### src/rtl/m3i_pkg.sv
// Shared widths, types and index tables for the 3x3 matrix inverse unit.
// No dependencies.
`default_nettype none
package m3i_pkg;

    localparam int WORD_BITS = 32;
    localparam int FRAC_BITS = 16;
    localparam int N_ELEM    = 9;

    localparam int PROD_BITS = 2 * WORD_BITS;
    localparam int ADJ_BITS  = PROD_BITS + 1;
    localparam int HI_BITS   = ADJ_BITS - WORD_BITS;
    localparam int PART_BITS = WORD_BITS + HI_BITS;
    localparam int TERM_BITS = WORD_BITS + ADJ_BITS;
    localparam int DET_BITS  = TERM_BITS + 2;
    localparam int NUM_BITS  = ADJ_BITS + 2 * FRAC_BITS;
    localparam int QB        = WORD_BITS + 1;
    localparam int MAG_BITS  = QB + 1;
    localparam int CMP_BITS  = DET_BITS + QB;

    typedef logic signed [WORD_BITS-1:0] elem_t;
    typedef logic signed [ADJ_BITS-1:0]  adj_t;
    typedef logic signed [DET_BITS-1:0]  det_t;

    typedef struct packed {
        elem_t q;
        logic  clip;
        logic  zero;
    } lane_res_t;

    typedef struct packed {
        elem_t [N_ELEM-1:0] r;
        logic               singular;
        logic               saturated;
    } result_t;

    // adj[k] = a[t0]*a[t1] - a[t2]*a[t3], elements indexed row-major
    localparam logic [3:0] ADJ_TERM [N_ELEM][4] = '{
        '{4'd4, 4'd8, 4'd5, 4'd7},
        '{4'd2, 4'd7, 4'd1, 4'd8},
        '{4'd1, 4'd5, 4'd4, 4'd2},
        '{4'd6, 4'd5, 4'd3, 4'd8},
        '{4'd0, 4'd8, 4'd6, 4'd2},
        '{4'd3, 4'd2, 4'd0, 4'd5},
        '{4'd3, 4'd7, 4'd6, 4'd4},
        '{4'd6, 4'd1, 4'd0, 4'd7},
        '{4'd0, 4'd4, 4'd3, 4'd1}
    };

    // det = sum over j of a[0][j] * adj[j][0]
    localparam logic [3:0] DET_COL [3] = '{4'd0, 4'd3, 4'd6};

endpackage
`default_nettype wire

### src/rtl/m3i_merge.sv
// Merge stage: combines the nine lane results and flags, output register plus skid.
// Depends on m3i_pkg.
`default_nettype none
module m3i_merge (
    input  logic                aclk,
    input  logic                aresetn,
    input  logic                tail_valid,
    input  m3i_pkg::lane_res_t  res_in [m3i_pkg::N_ELEM],
    output logic                en,
    output logic                m_valid,
    input  logic                m_ready,
    output m3i_pkg::result_t    m_res
);
    import m3i_pkg::*;

    result_t merged;
    result_t out_reg;
    result_t skid_reg;
    logic    out_valid_reg;
    logic    skid_full_reg;
    logic    take_out;
    logic    any_clip;

    always_comb begin
        any_clip = 1'b0;
        for (int k = 0; k < N_ELEM; k++) begin
            merged.r[k] = res_in[k].q;
            any_clip    = any_clip | res_in[k].clip;
        end
        merged.singular  = res_in[0].zero;
        merged.saturated = any_clip & ~res_in[0].zero;
    end

    assign take_out = ~out_valid_reg | m_ready;

    always_ff @(posedge aclk) begin
        if (!aresetn) begin
            out_valid_reg <= 1'b0;
            skid_full_reg <= 1'b0;
        end else if (take_out) begin
            if (skid_full_reg) begin
                out_valid_reg <= 1'b1;
                skid_full_reg <= 1'b0;
            end else begin
                out_valid_reg <= tail_valid;
            end
        end else if (tail_valid && !skid_full_reg) begin
            skid_full_reg <= 1'b1;
        end
    end

    always_ff @(posedge aclk) begin
        if (take_out) begin
            out_reg <= skid_full_reg ? skid_reg : merged;
        end else if (!skid_full_reg) begin
            skid_reg <= merged;
        end
    end

    assign en      = ~skid_full_reg;
    assign m_valid = out_valid_reg;
    assign m_res   = out_reg;

endmodule
`default_nettype wire

### config.mk
export PLATFORM = sky130hd
export DESIGN_NAME = m3i_merge
export DESIGN_NICKNAME = d
export VERILOG_FILES = /design/src/rtl/m3i_pkg.sv /design/src/rtl/m3i_merge.sv
export SDC_FILE = /design/constraint.sdc
export NUM_CORES = 1
export LEC_CHECK = 0
export ABC_AREA = 1
export BUFFER_PORTS_ARGS = -buffer_cell sky130_fd_sc_hd__buf_2
export CORE_MARGIN = 10
export CORE_UTILIZATION = 30
export DETAILED_ROUTE_END_ITERATION = 6
export PLACE_DENSITY = 0.58
export SLEW_MARGIN = 20
export SYNTH_ARGS = -nofsm -noshare
export SYNTH_HDL_FRONTEND = slang
export SYNTH_SLANG_ARGS = --single-unit
### constraint.sdc
create_clock -name aclk -period 46 [get_ports aclk]
set_clock_uncertainty 0.15 [all_clocks]
set_input_delay 2.3 -clock aclk [delete_from_list [all_inputs] [get_ports aclk]]
set_output_delay 2.3 -clock aclk [all_outputs]
set_load 0.1 [all_outputs]
# --- Yosys cells after proc, flatten, opt, wreduce, memory -nomap -nowiden ---
# Index checks and enable logic that the tools add are counted.
totals:
  regBits: 582
  wordCells: 43
classes:
  n_reduce_logical: 3
  n_mux: 2
  bitwise: 14
op_table:
  columns: ["cell", "count"]
  rows:
  - ["$mux W290", 1]
  - ["$or A1 B1 Y1", 9]
  - ["$not A1 Y1", 4]
  - ["$reduce_or A2 Y1", 1]
  - ["$and A1 B1 Y1", 1]
  - ["$logic_and A1 B1 Y1", 1]
  - ["$logic_not A1 Y1", 1]
  - ["$mux W1", 1]

# --- Depth between registers and ports, before layout ---
# Gate-level depths: netlist (run 1).
logic_depth:
  depth_word: 10
  mapped_depth: 6
  mapped_depth_nobuf: 4

# --- Worst setup path after synthesis (run 1) ---
# No wires, ideal clock.
synth_timing:
  kind: "input-to-reg"
  startpoint: "input m_ready"
  endpoint: "register out_reg, in the netlist m_res[0] (enable)"
  t_arrival_ns: 37.287
  cell_stages: 2
  slack_ns: 8.335
  t_required_ns: 45.622
  cell_sequence: "nor2_1 > inv_1"
synth_between:
  elab_chain_len: 1
synth_rtl:
  columns: ["element", "line_no", "text"]
  rows:
  - ["start, declared", "m3i_merge.sv:11", "input logic m_ready,"]
  - ["$or A1 B1 Y1", "m3i_merge.sv:34", "assign take_out = ~out_valid_reg | m_ready;"]
  - ["named net take_out", "m3i_merge.sv:21", "logic take_out;"]
  - ["end signal, assigned", "m3i_merge.sv:54", "out_reg <= skid_full_reg ? skid_reg : merged;"]
  - ["end, declared", "m3i_merge.sv:17", "result_t out_reg;"]
# The timed path passes the listed nets, and every way through them passes these cells.
# A chain may end at the register's enable or synchronous reset.

# --- Worst setup path after layout (run 1) ---
layout_timing:
  startpoint: "input m_ready"
  endpoint: "register out_reg, in the netlist m_res[144] (enable)"
# Same word-level chain as after synthesis.

==> results of run 1 <==
worst max-delay path, cell delays in order:
cell and delay [ns]:
buf_2 0.10, nor2_4 0.04, buf_12 0.29, inv_8 0.63, buf_4 0.81, buf_4 0.78
through the flow:
stage          instance area, sq um  worst slack, ns  util [%]  std cells  power, mW
2_1_floorplan                 21090            8.335         -       1530     0.8465
3_3_place_gp                  25050            40.08     35.84       3010     0.8923
3_5_place_dp                  25050            40.05     35.84       3010     0.8946
4_1_cts                       27040            40.69     38.67       3123      1.389
5_1_grt                       27060            40.59     38.70       3131      1.421
6_report                      27060            40.88     38.71       3133      1.368
cells by family (layout without fill, tap and decap cells):
logic type	count (synthesis)	after routing	synth area share, %
flip-flops	582	582	82.79
AND/OR/NAND/NOR	877	877	15.63
other	0	10	0
buffers and inverters	68	721	1.483
AO/OA/AOI/OAI	3	3	0.09495
layout by cell type, fill, tap and decap left out:
cell	n
clkbuf_1	17
buf_4	10
nor2_1	5
dfxtp_1	1
inv_8	2
nand3_1	1
o21ai_0	1
diode_2	10
bufinv_16	2
clkinv_8	3
clkinv_4	1
buf_2	593
buf_12	1
o21bai_1	1
dfxtp_4	1
clkinv_2	2
or2_2	1
clkinv_1	17
edfxtp_1	580
inv_1	2
o21a_1	1
nand2_1	869
clkbuf_16	68
inv_6	3
nor2_4	1
final timing paths:
check                                            end  depth (start not counted)                     from
worst min-delay path            m_res[219]$_DFFE_PP_                          2  skid_reg[219]$_DFFE_PN_
worst min register to register  m_res[219]$_DFFE_PP_                          2  skid_reg[219]$_DFFE_PN_
worst max-delay path            m_res[144]$_DFFE_PP_                          6                  m_ready
worst max register to register  m_res[144]$_DFFE_PP_                          6     m_valid$_SDFFE_PN0P_
area by class of cell:
class | count | area, sq um | share of cell area [%]
clock buffers | 85 | 1765 | 6.524
well taps | 940 | 1176 | 4.346
repair buffers | 604 | 3063 | 11.32
flip-flops and latches | 582 | 17460 | 64.52
clock inverters | 28 | 217.7 | 0.8045
diodes | 10 | 25.02 | 0.09247
multi-input cells | 880 | 3323 | 12.28
inverters | 4 | 30.03 | 0.1110
per-layer routing:
layer  vias to the layer above  wire (microns)  global-route usage, %
met5                         -              30                      0
met4                         6            1783                  5.290
met3                       128            5580                  5.520
met2                       531           28070                  22.60
met1                      6336           21860                  15.32
li1                       6430               -                      -
power breakdown:
part / total [mW] / internal, mW / switching, mW
clock network: 0.487 / 0.282 / 0.205
registers: 0.637 / 0.627 / 0.0103
logic: 0.244 / 0.0310 / 0.213
total: 1.37 / 0.940 / 0.428
==> impl_metrics.yaml, run 1 <==
run_status:
  status: "finished clean"
critical_path:
  crit_arrival_ns: 5.16
  endpoint_kind: "flop"
  crit_type: "in -> reg"
  worstPathRequired_ns: 46.04
  r2r_slack_ns: 42.26
  cp_max_fo: 158
  cp-start-kind: "input port"
timing:
  slew_headroom_pct: 29.79
  setup_tns_ns: 0
  final-hold-violation-count: 0
  finalSetupViolCount: 0
  period_share_pct: 11.13
  max_freq_mhz: 195.3
  hold_slack_ns: 0.3769
  worst_pin_slew_ns: 1.053
  min_period_ns: 5.120
  rsz0062_at_grt: "false"
  final_max_slew_viol_count: 0
yosys:
  ys_top_cells_by_count: "869 x nand2_1, 580 x edfxtp_1, 46 x buf_2"
  synthCells: 1530
  synth_top_area_share_pct: 82.60
  yosys.area.top_type: "edfxtp_1"
  synthesis.area_sq_um: 21090
  synth_area_leaders: "edfxtp_1 83%, nand2_1 15%, buf_2 1.1%"
  synth.most_common_cell: "nand2_1"
  synth-edff-count: 580
  synth-async-reset-ratio_pct: 0
  ys_seq_area_share_pct: 82.79
  ys_warn_count: 0
  synth-main-ff-cell: "edfxtp_1"
  ys_ff_latch: 582
  yosysUniqueCellTypes: 13
  synth_nets: 1840
  syn_avg_cell_area_sq_um: 13.78
clocking:
  cts_root_buf: "clkbuf_16"
  clk_latency_ns: 0.59
  cts_sinks: 582
  cts_tree: "done"
  cts_hold_buf: 0
  post-cts-setup-buffers: 0
  htree_num_levels: 3
  post_cts_resized: 0
  clkTransAtPathRegs_ns: 0.06
  numCtsBuffers: 66
  clock_tree.buffer_depth: 3
global_route:
  antenna_found_initial: 14
  track_usage_pct: 13.54
  grt_max_degree: 159
  grt_pass1_vias: 14250
  grt_pass1_wl_microns: 86280
  overflow: 0
routing:
  post-route-drc-count: 0
  vias: 13430
  dr.pass1.iters: 4
  routed_wl_microns: 57330
  drt_iter0_markers: 738
  routed_via_density: 4.287
  wl_per_cell_microns: 18.30
  ant_nets: 0
cells_and_area:
  layout-area-overhead-vs-synth_pct: 28.34
  fill_cells: 6774
  drive_above_1_share_pct: 31.52
  layout.nets: 2448
floorplan:
  die_area_sq_um: 81290
  die_h_microns: 285.1
  std_cell_rows: 97
  die_w_microns: 285.1
  ioPinCount: 602
  placeableCoreArea_sq_um: 69910
  start_util_pct: 30.16
place:
  place_congestion: 0.7937
  io_buffer_count: 593
  place_hpwl_microns: 38410
hold_path:
  hold_path_class: "reg -> reg"
job:
  cap_violations: 0
power:
  p_leak_nw: 11.54
  vdd_ir_drop_max_mv: 0.02953
  power.density_nw_per_um2: 50.56
(Power assumes the default switching activity.)
==> inputs of run 2 (changes only) <==
- PLACE_DENSITY: 0.58 -> 0.6
- clock period: 46 -> 4.4 ns (I/O delays scaled with it)
==> run 2 against run 1 <==
Combinational power grew to 11 times the previous value. Sequential share of layout area down 6.3 points. Die area unchanged. Total power rose to 10 times the previous value. Register-to-register slack worse by 41 ns. Count of clock-buffer cells in the layout down 10. Critical path type is now reg -> out. Largest power group unchanged. Sequential power rose to 10 times the previous value.
==> impl_metrics.yaml, run 2 (same netlist as run 1, synthesis figures left out) <==
power:
  power.density_nw_per_um2: 476.9
  vdd_ir_drop_max_mv: 0.3115
  p_seq_share_pct: 46.5
  swShare_pct: 31.39
  combPwrFrac_pct: 19.5
  p_leak_nw: 12.76
  p_clk_share_pct: 34.0
  power.switching_mw: 4.494
  p_int_mw: 9.823
timing:
  finalSetupViolCount: 0
  worst_slack_ns: 1.464
  min_period_ns: 2.936
  period_share_pct: 66.73
  max_freq_mhz: 340.6
  final_max_slew_viol_count: 0
  rsz0062_at_grt: "false"
  hold_slack_ns: 0.2946
  worst_pin_slew_ns: 1.051
  final-hold-violation-count: 0
  slew_headroom_pct: 29.90
cells_and_area:
  drive_above_1_share_pct: 28.05
  mostFrequentLayoutCell: "nand2_1"
  layout.nets: 2742
  final_cell_mix: "869 x nand2_1, 593 x buf_2, 580 x edfxtp_1"
  layout-area-overhead-vs-synth_pct: 42.37
  fill_cells: 6346
critical_path:
  cp_max_fo: 153
  worstPathRequired_ns: 4.03
  crit_arrival_ns: 2.57
  cp-start-kind: "flop"
  cp-startpoint: "skid_full_reg$_SDFFE_PP0P_"
  crit_type: "reg -> out"
  r2r-start: "skid_full_reg$_SDFFE_PP0P_"
  endpoint_kind: "output pin"
routing:
  ant_nets: 0
  dr.pass1.iters: 5
  routed_wl_microns: 61420
  wl_per_cell_microns: 17.89
  vias: 14820
  routed_via_density: 4.318
  drt_iter0_markers: 1000
  post-route-drc-count: 0
hold_path:
  hp-start: "res_in[93]"
  hold_path_class: "in -> reg"
job:
  cap_violations: 0
clocking:
  cts_sinks: 582
  clk_latency_ns: 0.59
  post-cts-setup-buffers: 0
  numCtsBuffers: 61
  clock_tree.buffer_depth: 3
  post_cts_resized: 0
  cts_tree: "done"
  clkTransAtPathRegs_ns: 0.07
  cts_root_buf: "clkbuf_16"
  cts_hold_buf: 298
  htree_num_levels: 2
run_status:
  status: "finished clean"
floorplan:
  die_area_sq_um: 81290
  std_cell_rows: 97
  die_h_microns: 285.1
  placeableCoreArea_sq_um: 69910
  start_util_pct: 30.16
  die_w_microns: 285.1
  ioPinCount: 602
place:
  place_hpwl_microns: 38790
  pre_cts_slack_ns: 1.894
  place_congestion: 0.8528
  io_buffer_count: 593
global_route:
  track_usage_pct: 14.32
  overflow: 0
  grt_pass1_wl_microns: 92830
  grt_max_degree: 154
  grt_pass1_vias: 15740
  antenna_found_initial: 14
run 2: cell count changes in the layout (fill, tap and decap cells not counted), moves of 5 or more:
cell / delta
clkinvlp_4: +5
buf_4: -5
clkinv_2: +10
dlygate4sd3_1: +298
clkbuf_16: -7
buf_12: +6
run 2: metal layers:
metal	GRT usage, %	vias to the layer above	share of wire (%)
met2	24.41	596	50
met4	5.461	4	3.1
met5	0	-	0.044
met1	16.15	7089	38
met3	5.345	115	8.9
li1	-	7018	-
run 2: path summary, 6_finish.rpt:
check,cells past startpoint,end,slack [ns]
worst min-delay path,4,skid_reg[217]$_DFFE_PN_,0.29
worst min register to register,2,m_res[281]$_DFFE_PP_,0.39
worst max register to register,5,skid_reg[0]$_DFFE_PN_,1.66
worst max-delay path,2,en,1.46
run 2: final cells by class:
class                      instances  area (sq um)  share of cell area [%]
antenna                           12         30.03                  0.1000
clock buffer                      75          1579                   5.260
clock inverter                    37         287.8                  0.9587
inverter                           4         30.03                  0.1000
multi-input combinational        880          3323                   11.07
sequential                       582         17460                   58.18
tap                              940          1176                   3.918
timing repair buffer             903          6128                   20.42
run 2: power by group through the flow:
stage	logic, mW	registers, mW	clock network [mW]
after floorplan	0.284	8.54	0
after CTS	2.81	6.66	5.00
after global placement	2.57	6.76	0
after detailed placement	2.58	6.77	0
after global routing	2.90	6.69	5.20
final	2.79	6.66	4.87
run 2: per-stage QoR:
stage                     utilization [%]  instances  setup TNS, ns  total power [mW]  area [sq um]
final                               42.94       3433              0             14.32         30020
after CTS                           42.90       3421              0             14.46         29990
after detailed placement            35.96       3011              0             9.354         25140
after floorplan                         -       1530       -3407.60             8.821         21100
after global routing                42.93       3429              0             14.79         30010
after global placement              35.96       3011              0             9.329         25140
run 2: worst max-delay path, stage by stage (launching register included):
cell and delay, ns:
dfxtp_4 0.56, inv_8 0.70, buf_2 0.57
==> inputs of run 3 (changes only) <==
- clock period: 4.4 -> 2.35 ns (I/O delays scaled with it)
==> run 3 against run 2 <==
Die area unchanged. Cell area increased by 1.0%. Critical path depth increased by 4. Sequential power increased by 88%. Sequential cell count unchanged. Final cell count increased by 0.58%. Sequential share of layout area decreased by 0.60 points. Worst hold slack got worse by 0.10 ns. Largest cell class unchanged.
==> impl_metrics.yaml, run 3 (same netlist as run 1, synthesis figures left out) <==
cells_and_area:
  final_cell_count_no_fill: 3453
  drive_above_1_share_pct: 28.99
  layout-area-overhead-vs-synth_pct: 43.86
  mostFrequentLayoutCell: "nand2_1"
  final_cell_mix: "869 x nand2_1, 593 x buf_2, 580 x edfxtp_1"
  layout.nets: 2770
  fill_cells: 6321
critical_path:
  cp-start-kind: "flop"
  cp_max_fo: 32
  endpoint_kind: "flop"
  worstPathRequired_ns: 2.66
  crit_type: "reg -> reg"
  reg2regPathDepth: 6
  crit_arrival_ns: 2.41
routing:
  post-route-drc-count: 0
  dr.pass1.iters: 5
  drt_iter0_markers: 919
  vias: 14890
  routed_via_density: 4.311
  routed_wl_microns: 61710
  wl_per_cell_microns: 17.87
  ant_nets: 0
floorplan:
  die_area_sq_um: 81290
  ioPinCount: 602
  std_cell_rows: 97
  start_util_pct: 30.16
  placeableCoreArea_sq_um: 69910
  die_w_microns: 285.1
  die_h_microns: 285.1
clocking:
  clock_tree.buffer_depth: 3
  cts_sinks: 582
  numCtsBuffers: 59
  post_cts_resized: 0
  clkTransAtPathRegs_ns: 0.06
  cts_tree: "done"
  htree_num_levels: 2
  post-cts-setup-buffers: 0
  cts_root_buf: "clkbuf_16"
  clk_latency_ns: 0.59
hold_path:
  hold_path_class: "in -> reg"
  min_path_cells: 4
global_route:
  grt_pass1_wl_microns: 95370
  track_usage_pct: 14.73
  grt_max_degree: 135
  overflow: 0
  grt_pass1_vias: 16170
  antenna_found_initial: 8
timing:
  worst_pin_slew_ns: 0.7907
  max_freq_mhz: 476.6
  slew_headroom_pct: 47.29
  period_share_pct: 89.29
  min_period_ns: 2.098
  final_max_slew_viol_count: 0
  final-hold-violation-count: 0
  rsz0062_at_grt: "false"
  finalSetupViolCount: 0
place:
  dp_cells: 3043
  place_hpwl_microns: 41400
  io_buffer_count: 593
  place_congestion: 0.8351
power:
  p_leak_nw: 12.94
  vdd_ir_drop_max_mv: 0.6170
  power.density_nw_per_um2: 879.0
  total_power_mw: 26.66
run_status:
  status: "finished clean"
job:
  cap_violations: 0
run 3: cell types whose count changed in the layout (fill, tap and decap cells not counted), sizes merged:
cell / before / now
bufinv: 4 / 3
clkinvlp: 5 / 3
clkbuf: 75 / 67
dlygate4sd3: 298 / 296
diode: 12 / 5
buf: 605 / 637
clkinv: 27 / 35
run 3: what timing repair did:
| action | in CTS | in global routing |
|---|---|---|
| endpoints found under the setup margin | 0 | 0 |
| endpoints found under the hold margin | 668 | 0 |
| hold buffers | 296 | 0 |
run 3: power breakdown:
group / leakage, nW / total, mW / internal [mW] / switching [mW]
logic: 6.34 / 5.30 / 1.00 / 4.30
registers: 5.71 / 12.5 / 12.3 / 0.205
clock network: 0.897 / 8.90 / 5.03 / 3.87
total: 12.9 / 26.7 / 18.3 / 8.38
run 3: worst paths after layout:
kind / start / to / slack, ns
min: res_in[226] / skid_reg[86]$_DFFE_PN_ / 0.19
max reg2reg: skid_full_reg$_SDFFE_PP0P_ / m_res[0]$_DFFE_PP_ / 0.25
max: skid_full_reg$_SDFFE_PP0P_ / m_res[0]$_DFFE_PP_ / 0.25
min reg2reg: skid_reg[173]$_DFFE_PN_ / m_res[173]$_DFFE_PP_ / 0.39
run 3: stage by stage:
| step | utilization [%] | hold slack, ns | instance area [sq um] | setup WS, ns | TNS [ns] |
|---|---|---|---|---|---|
| global route | 43.38 | 0.1733 | 30320 | 0.1859 | 0 |
| finish | 43.39 | 0.1950 | 30330 | 0.2516 | 0 |
| detailed placement | 36.52 | 0.2024 | 25530 | 0.5911 | 0 |
| global placement | 36.52 | 0.1984 | 25530 | 0.6050 | 0 |
| floorplan | - | 0.06996 | 21100 | -12.67 | -4600.70 |
| CTS | 43.37 | 0.1354 | 30320 | 0.2321 | 0 |
run 3: area by class of cell:
cell class	instances	area, sq um	share of cell area, %
clock inverters	42	279.0	0.9199
flip-flops and latches	582	17460	57.58
inverters	4	30.03	0.09900
repair buffers	933	6499	21.42
well taps	940	1176	3.877
multi-input cells	880	3323	10.96
clock buffers	67	1549	5.107
diodes	5	12.51	0.04125
run 3: per-layer routing:
layer | track usage, % | share of wire [%] | vias up
met3 | 5.138 | 9.0 | 112
met4 | 4.895 | 2.7 | 6
met2 | 25.56 | 50 | 572
met5 | 0 | 0.063 | -
li1 | - | - | 7089
met1 | 16.72 | 38 | 7106
run 3: worst max-delay path: stages (launching register included):
cell and delay [ns]:
dfxtp_4 0.38, buf_12 0.17, buf_4 0.18, or2_2 0.30, o21bai_1 0.15, dlygate4sd3_1 0.55
nand2_1 0.08
